[src/sv/sgr_pkg.sv]
package sgr_pkg;

  localparam int unsigned FIELD_W = 16;
  localparam int unsigned CFG_W   = 7;

  typedef struct packed {
    logic [FIELD_W-1:0] value;
    logic               is_final;
  } in_item_t;

  typedef struct packed {
    logic [FIELD_W-1:0] out_value;
    logic               run_last;
  } out_item_t;

endpackage

[src/sv/sgr_buf.sv]
module sgr_buf #(
  parameter int unsigned DEPTH  = 64,
  parameter int unsigned DATA_W = 16
) (
  input  logic                     clk,
  input  logic                     wr_en,
  input  logic [$clog2(DEPTH)-1:0] wr_addr,
  input  logic [DATA_W-1:0]        wr_data,
  input  logic                     rd_en,
  input  logic [$clog2(DEPTH)-1:0] rd_addr,
  output logic [DATA_W-1:0]        rd_data
);

  logic [DATA_W-1:0] mem [DEPTH];
  logic [DATA_W-1:0] rd_data_r;

  always_ff @(posedge clk) begin
    if (wr_en) begin
      mem[wr_addr] <= wr_data;
    end
  end

  // hold read data until the next read is issued
  always_ff @(posedge clk) begin
    if (rd_en) begin
      rd_data_r <= mem[rd_addr];
    end
  end

  assign rd_data = rd_data_r;

endmodule

[src/sv/stream_group_reverse_top.sv]
// Channel | Direction | Handshake        | Payload
// in_     | input     | in_valid/stall   | in_item_t  (value, is_final)
// out_    | output    | out_valid/stall  | out_item_t (out_value, run_last)
// cfg_    | input     | cfg_valid/ready  | cfg_data   (group size)
//
// Each input transfer writes one buffer entry. A transfer that completes a
// group or ends the list starts a drain of n results, one per cycle while
// the output is not stalled, limited by the single read port of the group
// buffer; the input stalls until the last read is issued.
// Reset clears the fill count, the drain count and sets group size to 1; the
// buffer itself is not cleared. A stalled output holds its value and pauses
// the drain.
module stream_group_reverse_top
  import sgr_pkg::*;
#(
  parameter int unsigned MAX_GROUP  = 64,
  parameter int unsigned VALUE_BITS = 16
) (
  input  logic             clk,
  input  logic             rst_n,
  input  logic             in_valid,
  output logic             in_stall,
  input  in_item_t         in_item,
  output logic             out_valid,
  input  logic             out_stall,
  output out_item_t        out_item,
  input  logic             cfg_valid,
  output logic             cfg_ready,
  input  logic [CFG_W-1:0] cfg_data
);

  // stored width: the smaller of VALUE_BITS and FIELD_W; value bits above it never show
  localparam int unsigned SB = (VALUE_BITS < FIELD_W) ? VALUE_BITS : FIELD_W;
  localparam int unsigned IW = $clog2(MAX_GROUP);
  localparam int unsigned CW = $clog2(MAX_GROUP + 1);
  localparam logic [CFG_W-1:0] MAX_SIZE = CFG_W'(MAX_GROUP);

  logic [CFG_W-1:0] size_r;
  logic [CW-1:0]    fill_r, fill_nxt;
  logic [CW-1:0]    rem_r, rem_nxt;
  logic [IW-1:0]    addr_r, addr_nxt;
  logic             rev_r, rev_nxt;
  logic             out_valid_r, out_valid_nxt;
  logic             last_r, last_nxt;

  logic [CFG_W-1:0] eff_size;
  logic [CW-1:0]    n_cnt;
  logic             in_xfer;
  logic             full_grp;
  logic             emit;
  logic             rd_en;
  logic [SB-1:0]    rd_data;

  // clamp the programmed size into 1..MAX_GROUP
  always_comb begin
    if (size_r == '0) begin
      eff_size = CFG_W'(1);
    end else if (size_r > MAX_SIZE) begin
      eff_size = MAX_SIZE;
    end else begin
      eff_size = size_r;
    end
  end

  assign cfg_ready = 1'b1;

  always_ff @(posedge clk) begin
    if (!rst_n) begin
      size_r <= CFG_W'(1);
    end else if (cfg_valid && cfg_ready) begin
      size_r <= cfg_data;
    end
  end

  // accept only once every read of the previous run has been issued
  assign in_stall = (rem_r != '0);
  assign in_xfer  = in_valid && !in_stall;
  assign n_cnt    = fill_r + CW'(1);
  assign full_grp = (CFG_W'(n_cnt) >= eff_size);
  assign emit     = full_grp || in_item.is_final;

  // read into the output register when it is empty or being drained
  assign rd_en = (rem_r != '0) && (!out_valid_r || !out_stall);

  always_comb begin
    fill_nxt      = fill_r;
    rem_nxt       = rem_r;
    addr_nxt      = addr_r;
    rev_nxt       = rev_r;
    out_valid_nxt = out_valid_r;
    last_nxt      = last_r;

    if (rd_en) begin
      rem_nxt       = rem_r - CW'(1);
      addr_nxt      = rev_r ? addr_r - IW'(1) : addr_r + IW'(1);
      out_valid_nxt = 1'b1;
      last_nxt      = (rem_r == CW'(1));
    end else if (!out_stall) begin
      out_valid_nxt = 1'b0;
    end

    if (in_xfer) begin
      if (emit) begin
        // full group: newest first; short tail: oldest first
        fill_nxt = '0;
        rem_nxt  = n_cnt;
        rev_nxt  = full_grp;
        addr_nxt = full_grp ? fill_r[IW-1:0] : '0;
      end else begin
        fill_nxt = n_cnt;
      end
    end
  end

  always_ff @(posedge clk) begin
    if (!rst_n) begin
      fill_r      <= '0;
      rem_r       <= '0;
      out_valid_r <= 1'b0;
    end else begin
      fill_r      <= fill_nxt;
      rem_r       <= rem_nxt;
      out_valid_r <= out_valid_nxt;
    end
  end

  always_ff @(posedge clk) begin
    addr_r <= addr_nxt;
    rev_r  <= rev_nxt;
    last_r <= last_nxt;
  end

  sgr_buf #(
    .DEPTH  (MAX_GROUP),
    .DATA_W (SB)
  ) u_buf (
    .clk     (clk),
    .wr_en   (in_xfer),
    .wr_addr (fill_r[IW-1:0]),
    .wr_data (in_item.value[SB-1:0]),
    .rd_en   (rd_en),
    .rd_addr (addr_r),
    .rd_data (rd_data)
  );

  assign out_valid          = out_valid_r;
  assign out_item.out_value = FIELD_W'(rd_data);
  assign out_item.run_last  = last_r;

endmodule

[config.mk]
export PLATFORM = sky130hd
export DESIGN_NAME = stream_group_reverse_top
export DESIGN_NICKNAME = d
export VERILOG_FILES = /design/src/sv/sgr_pkg.sv /design/src/sv/sgr_buf.sv /design/src/sv/stream_group_reverse_top.sv
export SDC_FILE = /design/constraint.sdc
export NUM_CORES = 1
export LEC_CHECK = 0
export BUFFER_PORTS_ARGS = -buffer_cell sky130_fd_sc_hd__buf_4
export CORE_MARGIN = 2
export CORE_UTILIZATION = 55
export CTS_BUF_LIST = sky130_fd_sc_hd__clkbuf_8 sky130_fd_sc_hd__clkbuf_16
export DETAILED_ROUTE_END_ITERATION = 16
export GPL_ROUTABILITY_DRIVEN = 0
export PLACE_DENSITY_LB_ADDON = 0.3
export SYNTH_ARGS = -nofsm -noshare
export SYNTH_HDL_FRONTEND = slang
export SYNTH_SLANG_ARGS = --single-unit
export TNS_END_PERCENT = 50
[constraint.sdc]
create_clock -name clk -period 7.83 [get_ports clk]
set_clock_uncertainty 0.15 [all_clocks]
set_input_delay 1.566 -clock clk [delete_from_list [all_inputs] [get_ports clk]]
set_output_delay 1.566 -clock clk [all_outputs]
set_load 0.01 [all_outputs]
==> out/metrics.yaml, run 1 <==
power:
  p_per_area_mw_per_mm2: 336
  ir_drop_uv: 255
  p_leak_uw: 0.0146
clock_network:
  ctsHoldBuffers: 0
  clock_path_buffers: 3
  cts_root_buf: "clkbuf_16"
  cts_resized: 0
  cts_tree: "done"
  htree_levels: 3
  postCtsSetupRepairBufs: 0
  cts.sinks: 1070
  clkTransAtPathRegs_ns: 0.06
  cts_made_buffers: 102
  clock_latency_ns: 0.66
run:
  drv_cap: 0
critical_path:
  rr_worst_depth: 7
  slowest_delay_ns: 0.82
  arrival_ns: 4.37
  path_delay_family: "simple AND/OR/NAND/NOR gates"
  crit_start: "rem_r[0]$_SDFF_PN0_"
  crit_path_end_kind: "flip-flop"
  r2r_end: "u_buf.mem[4][12]$_DFFE_PP_"
  criticalPathCategory: "reg -> reg"
  worstPathCellList: "inv_1 -> ha_1 -> nor2b_1 -> and3_1 -> nand3_1 -> nor2_1 -> buf_4"
  cp-start-kind: "flip-flop"
  path_depth: 7
  ff2ff_setup_slack_ns: 3.67
  critPathMaxFanout: 23
  cp_slowest_cell: "nand3_1"
  rr_startpoint: "rem_r[0]$_SDFF_PN0_"
  cp.required_ns: 8.04
  crit_buf_inv: 2
  crit_end: "u_buf.mem[4][12]$_DFFE_PP_"
final_layout:
  final_area_mm2: 0.0462
  instances_no_fill: 3082
  final_util_pct: 62.0
  n_fill_cell: 5023
  drive_gt1_share_pct: 26.3
  nNetsFinal: 2070
  syn_to_final_growth_pct: 11.6
global_routing:
  grt_use_total_pct: 25.0
  grt.overflow.total: 0
  grt_pass1_vias: 20107
  grt_pass1_wl_um: 139000
  grt_start_max_net_pins: 78
  antenna_found_initial: 1
timing:
  rsz0062_at_grt: "no"
  post-route-min-period_ns: 4.16
  slew_headroom_pct: 10.8
  setup_slack_ns: 3.67
  finalSetupViolCount: 0
  fmaxAchievable_ghz: 0.241
  hold_viol: 0
  post-route-period-util_pct: 53.1
  drv_slew: 0
  setup-tns-final_ns: 0
  tightestPinTransition_ns: 1.33
place:
  place_inst: 2891
  hpwl_um: 54700
  pre_cts_slack_ns: 3.28
  io_buffers: 47
  placed_area_mm2: 0.0431
yosys:
  ys_top_cells_by_area: "edfxtp_1, mux4_2, dfxtp_1"
  synthFlopType: "edfxtp_1"
  yosysSeqAreaShare_pct: 76.9
  ys_warn_count: 0
  postSynthCellCount: 1899
  synth_edf_count: 1042
  synth.distinct_cells: 61
  yosysTopAreaCellShare_pct: 75.5
  ys_seq_elements: 1070
  synth_area_per_cell_um2: 21.8
  async_reset_ff_share_pct: 0
  synth_area_mm2: 0.0414
  yosysTopAreaCell: "edfxtp_1"
  syn_nets: 1943
floorplan:
  start_util_pct: 55.6
  num_io_pins: 49
  fp.dieArea_mm2: 0.0775
  placementRows: 100
  die_x_um: 278
  die_y_um: 278
  design.core.area_mm2: 0.0746
detailed_routing:
  dr.pass1.iters: 5
  routed_via_density: 6.52
  route.detailed.drc: 0
  wire_per_inst_um: 30.9
  ant_nets: 0
  via_count: 20096
  drt_iter0_drc: 2923
  drt_wl_total_um: 95200
worst_hold_path:
  hp-start: "fill_r[6]$_SDFFE_PN0P_"
  min_path_type: "reg -> reg"
run_status:
  outcome: "completed"
-- registers in the layout, summed over array words and instances, names as in the netlist --
signal         flops
fill_r             7
addr_r             6
size_r             7
u_buf.rd_data     16
out_valid          1
last_r             1
rem_r              7
rev_r              1
u_buf.mem       1024
-- cell usage in the layout, fill, tap and decap left out, drive strengths merged, types with 4 or more instances in the layout --
| cell type | instances |
|---|---|
| a211o | 6 |
| a211oi | 7 |
| a21boi | 8 |
| a21oi | 9 |
| a221oi | 8 |
| a22oi | 36 |
| and2 | 6 |
| and3 | 4 |
| and3b | 4 |
| buf | 127 |
| bufinv | 6 |
| clkbuf | 106 |
| clkinv | 51 |
| dfxtp | 28 |
| edfxtp | 1042 |
| ha | 14 |
| inv | 33 |
| mux2i | 15 |
| mux4 | 275 |
| nand2 | 42 |
| nand2b | 8 |
| nand3 | 17 |
| nand3b | 5 |
| nor2 | 97 |
| nor2b | 26 |
| nor3 | 6 |
| nor4 | 7 |
| o21ai | 27 |
| o221ai | 10 |
| o22a | 4 |
| o22ai | 14 |
| o2bb2ai | 4 |
| o32ai | 6 |
| or3 | 9 |
| xnor2 | 7 |
| xor2 | 6 |
-- cells in the mapped netlist, types with 5 or more instances --
master and instances:
nor3_1 6, a22oi_1 36, o21ai_1 9, ha_1 14, nand3_1 17, edfxtp_1 1042
nor4_1 6, o22ai_1 14, nand2b_1 8, nor2_1 97, mux4_2 275, nand3b_1 5
a211oi_1 7, and2_1 5, a221oi_1 8, xnor2_1 7, or3_1 9, xor2_1 6
buf_2 25, clkbuf_1 43, o221ai_1 10, nand2_1 42, inv_1 8, a21oi_1 9
a21boi_0 7, o21ai_0 18, mux2i_1 15, a211o_1 6, buf_4 6, dfxtp_1 28
nor2b_1 26, buf_1 12, buf_6 15, o32ai_1 6
-- final cells by class --
| cell class | instances | area, um^2 | area share (%) |
|---|---|---|---|
| Tap cell | 969 | 1210 | 2.62 |
| Clock buffer | 106 | 2640 | 5.71 |
| Timing Repair Buffer | 127 | 991 | 2.14 |
| Multi-Input combinational cell | 717 | 8960 | 19.4 |
| Inverter | 8 | 30.0 | 0.0649 |
| Sequential cell | 1070 | 31900 | 68.9 |
| Clock inverter | 84 | 541 | 1.17 |
| Antenna cell | 1 | 2.50 | 0.00541 |
-- how the worst min path moves through the flow --
stage,to,slack (ns),depth (start not counted)
global route,fill_r[6]$_SDFFE_PN0P_,0.35,2
global placement,fill_r[6]$_SDFFE_PN0P_,0.32,2
floorplan,size_r[0]$_SDFFE_PN1P_,0.29,2
CTS,fill_r[6]$_SDFFE_PN0P_,0.33,2
detailed placement,fill_r[6]$_SDFFE_PN0P_,0.32,2
finish,fill_r[6]$_SDFFE_PN0P_,0.33,2
-- worst reg2reg max path, delay by kind of cell (launching register included) --
kind	cells	cell delay (ns)
flip-flops	1	0.32
adder cells (fa/ha/maj)	1	0.24
buffers and inverters	2	0.38
AND/OR/NAND/NOR	4	2.76
-- where the power goes --
group	switching [uW]	internal [uW]
combinational	2260	1840
clock	2060	2630
sequential	287	6460
total	4610	10900
-- cells by family after synthesis --
family                     share of synthesized area [%]
AOI/OAI and AO/OA                                   2.73
xor gates and xnor gates                           0.275
adders and majority gates                          0.471
buffers and inverters                               1.52
DFF                                                 76.9
muxes                                               15.3
other                                            0.00905
and+or+nand+nor                                     2.81
-- per-layer routing --
layer	global-route usage, %	up-vias	wire length, um
li1	-	8237	-
met1	36.9	10647	38200
met2	39.2	1065	46100
met3	4.63	147	8490
met4	6.60	0	2400
met5	0	-	0
-- metrics by stage --
| step | power (uW) | hold slack [ns] |
|---|---|---|
| detailed placement | 11000 | 0.323 |
| finish | 15500 | 0.330 |
| floorplan | 9610 | 0.292 |
| CTS | 15600 | 0.331 |
| global placement | 10900 | 0.316 |
| global route | 16000 | 0.347 |
(Power assumes the default switching activity.)
==> run 2: changes to the inputs <==
- clock period: 7.83 -> 3.4 ns (I/O delays scaled with it)
==> run 2 against run 1 <==
Combinational power increased by 150%. Non-clock buffer count increased by 67. Sequential power rose by 130%. Worst setup slack lost 3.5 ns. Via count increased by 0.83%. Core utilization is 1.4 points higher. Register-to-register slack lost 3.5 ns. Sequential share of layout area shrank 1.5 points. Flip-flop and latch count did not move. Routed wire length increased by 0.17%. Die area unchanged. Maximum frequency up 30%. Critical endpoint is now u_buf.rd_data[10]$_DFFE_PP_.
==> out/metrics.yaml, run 2 (synthesis results as in run 1) <==
power:
  p_per_area_mw_per_mm2: 792  # +140%
  p_clk_share_pct: 31.8  # +1.6 points
  combinationalPowerShare_pct: 27.2  # +0.8 points
  ir_drop_uv: 579  # +130%
  swShare_pct: 28.6  # -1.0 points
  p_sw_uw: 10700  # +130%
  sequentialPowerShare_pct: 40.9  # -2.5 points
  p_leak_uw: 0.0152  # +3.7%
  p_int_uw: 26700  # +140%
final_layout:
  layout_commonest_cell: "edfxtp_1"
  drive_gt1_share_pct: 29.2  # +2.8 points
  regMostFlops: "u_buf.mem"
  seq_area_mm2: 0.0319  # unchanged
  multi_input_area_mm2: 0.00896  # about the same
  n_fill_cell: 4901  # -2.4%
  largest_register_ffs: 1024  # unchanged
  nNetsFinal: 2138  # +3.3%
  instances_no_fill: 3151  # +2.2%
  final_util_pct: 63.4  # +1.4 points
  syn_to_final_growth_pct: 14.1
  layout_common_cells: "edfxtp_1, mux4_2, buf_4, clkbuf_16, nor2_1"
detailed_routing:
  wire_per_inst_um: 30.3  # -2.0%
  wl_met2_um: 46700  # +1.2%
  drt_iter0_drc: 2447  # -16%
  drt_wl_total_um: 95400  # +0.17%
  top_layer_used: "met4"
  wl_met1_um: 37900  # -0.65%
  ant_nets: 0  # unchanged
  routed_via_density: 6.43  # -1.4%
  via_count: 20263  # +0.83%
  route.detailed.drc: 0  # unchanged
  met3_length_um: 8120  # -4.4%
  dr.pass1.iters: 7  # +2
global_routing:
  grt_pass1_wl_um: 139000  # about the same
  grt_pass1_vias: 20341  # +1.2%
  grt_start_max_net_pins: 65  # -17%
  grt.overflow.total: 0  # unchanged
  antenna_found_initial: 0  # -1
  grt_use_total_pct: 25.0  # +0.055 points
critical_path:
  rr_worst_depth: 6  # -1
  rr_startpoint: "addr_r[0]$_DFF_P_"
  r2r_end: "u_buf.rd_data[10]$_DFFE_PP_"
  cp_slowest_cell: "mux4_2"
  cp-start-kind: "flip-flop"
  arrival_ns: 3.43  # -0.94 ns
  critPathMaxFanout: 47  # +100%
  worstPathCellList: "buf_12 -> buf_12 -> mux4_2 -> mux4_2 -> nor2b_1 -> nor3_1"
  crit_start: "addr_r[0]$_DFF_P_"
  crit_path_end_kind: "flip-flop"
  criticalPathCategory: "reg -> reg"
  slowest_delay_ns: 0.57  # -0.25 ns
  cp.required_ns: 3.63  # -4.41 ns
  ff2ff_setup_slack_ns: 0.20  # -3.47 ns
  crit_end: "u_buf.rd_data[10]$_DFFE_PP_"
floorplan:
  start_util_pct: 55.6  # unchanged
  placementRows: 100  # unchanged
  design.core.area_mm2: 0.0746  # unchanged
  fp.dieArea_mm2: 0.0775  # unchanged
  die_y_um: 278  # unchanged
  die_x_um: 278  # unchanged
  num_io_pins: 49  # unchanged
place:
  io_buffers: 47  # unchanged
  place_inst: 2954  # +2.2%
  hpwl_um: 57500  # +5.1%
  pre_cts_slack_ns: 0.0905  # -3.19 ns
timing:
  tightestPinTransition_ns: 0.910  # -0.425 ns
  fmaxAchievable_ghz: 0.312  # +30%
  setup-tns-final_ns: 0  # unchanged
  finalSetupViolCount: 0  # unchanged
  post-route-period-util_pct: 94.1  # +41 points
  drv_slew: 0  # unchanged
  post-route-min-period_ns: 3.20  # -0.956 ns
  setup_slack_ns: 0.199  # -3.47 ns
  hold_viol: 0  # unchanged
  rsz0062_at_grt: "no"
  slew_headroom_pct: 39.1  # +28 points
clock_network:
  ctsHoldBuffers: 0  # unchanged
  clkTransAtPathRegs_ns: 0.06  # about the same
  htree_levels: 3  # unchanged
  cts_made_buffers: 103  # +0.98%
  clock_latency_ns: 0.67  # about the same
  cts.sinks: 1070  # unchanged
  cts_tree: "done"
  clock_path_buffers: 3  # unchanged
  cts_root_buf: "clkbuf_16"
worst_hold_path:
  min_path_type: "in -> reg"
  hp-start: "cfg_data[0]"
run:
  drv_cap: 0  # unchanged
run_status:
  outcome: "completed"
run 2: cell types whose count changed in the layout (fill, tap and decap cells not counted), moves of 2 or more:
cell	before	now
bufinv_16	6	19
buf_12	3	13
buf_4	124	181
inv_1	27	24
clkbuf_16	105	107
inv_6	6	4
clkinv_2	24	22
clkinv_1	27	20
run 2: cell type report:
class / count / area share, %
timing repair buffer: 194 / 3.43
inverter: 8 / 0.0635
clock inverter: 84 / 1.85
antenna: 1 / 0.00530
tap: 969 / 2.57
sequential: 1070 / 67.4
clock buffer: 108 / 5.69
multi-input combinational: 717 / 19.0
run 2: critical path, delay by kind of cell, from the launching register on:
family | cells | cell delay [ns]
buf+inv | 2 | 0.64
flops | 1 | 0.39
mux | 2 | 1.07
simple gates | 2 | 0.58
run 2: worst min-delay path by stage:
stage | endpoint | slack (ns) | cells after the start
finish | size_r[0]$_SDFFE_PN1P_ | 0.10 | 3
global route | size_r[0]$_SDFFE_PN1P_ | 0.11 | 3
CTS | size_r[0]$_SDFFE_PN1P_ | 0.07 | 3
detailed placement | size_r[0]$_SDFFE_PN1P_ | 0.32 | 2
global placement | size_r[0]$_SDFFE_PN1P_ | 0.32 | 2
floorplan | size_r[0]$_SDFFE_PN1P_ | 0.29 | 2
run 2: layer usage:
layer	vias up	track usage (%)
li1	8393	-
met1	10701	35.7
met2	1018	40.1
met3	151	4.65
met4	0	7.55
met5	-	0
run 2: timing repair:
item                       4_1_cts  5_1_grt
setup endpoints to repair        0        4
buffers inserted                 0        4
resized for setup                0        1
hold endpoints to repair         0        0
run 2: per-stage QoR:
| step | instance area, um^2 | hold WS [ns] | total power [uW] |
|---|---|---|---|
| 2_1_floorplan | 41400 | 0.292 | 22100 |
| 3_3_place_gp | 43700 | 0.317 | 25700 |
| 3_5_place_dp | 43700 | 0.322 | 25800 |
| 4_1_cts | 47200 | 0.0742 | 37700 |
| 5_1_grt | 47300 | 0.107 | 38700 |
| 6_report | 47300 | 0.100 | 37400 |
run 2: power groups by stage:
stage                     combinational [uW]  sequential (uW)  clock [uW]
after floorplan                         6870            15300           0
after global placement                 10100            15600           0
after detailed placement               10200            15600           0
after CTS                              10300            15300       12100
after global routing                   10800            15300       12500
final                                  10200            15300       11900
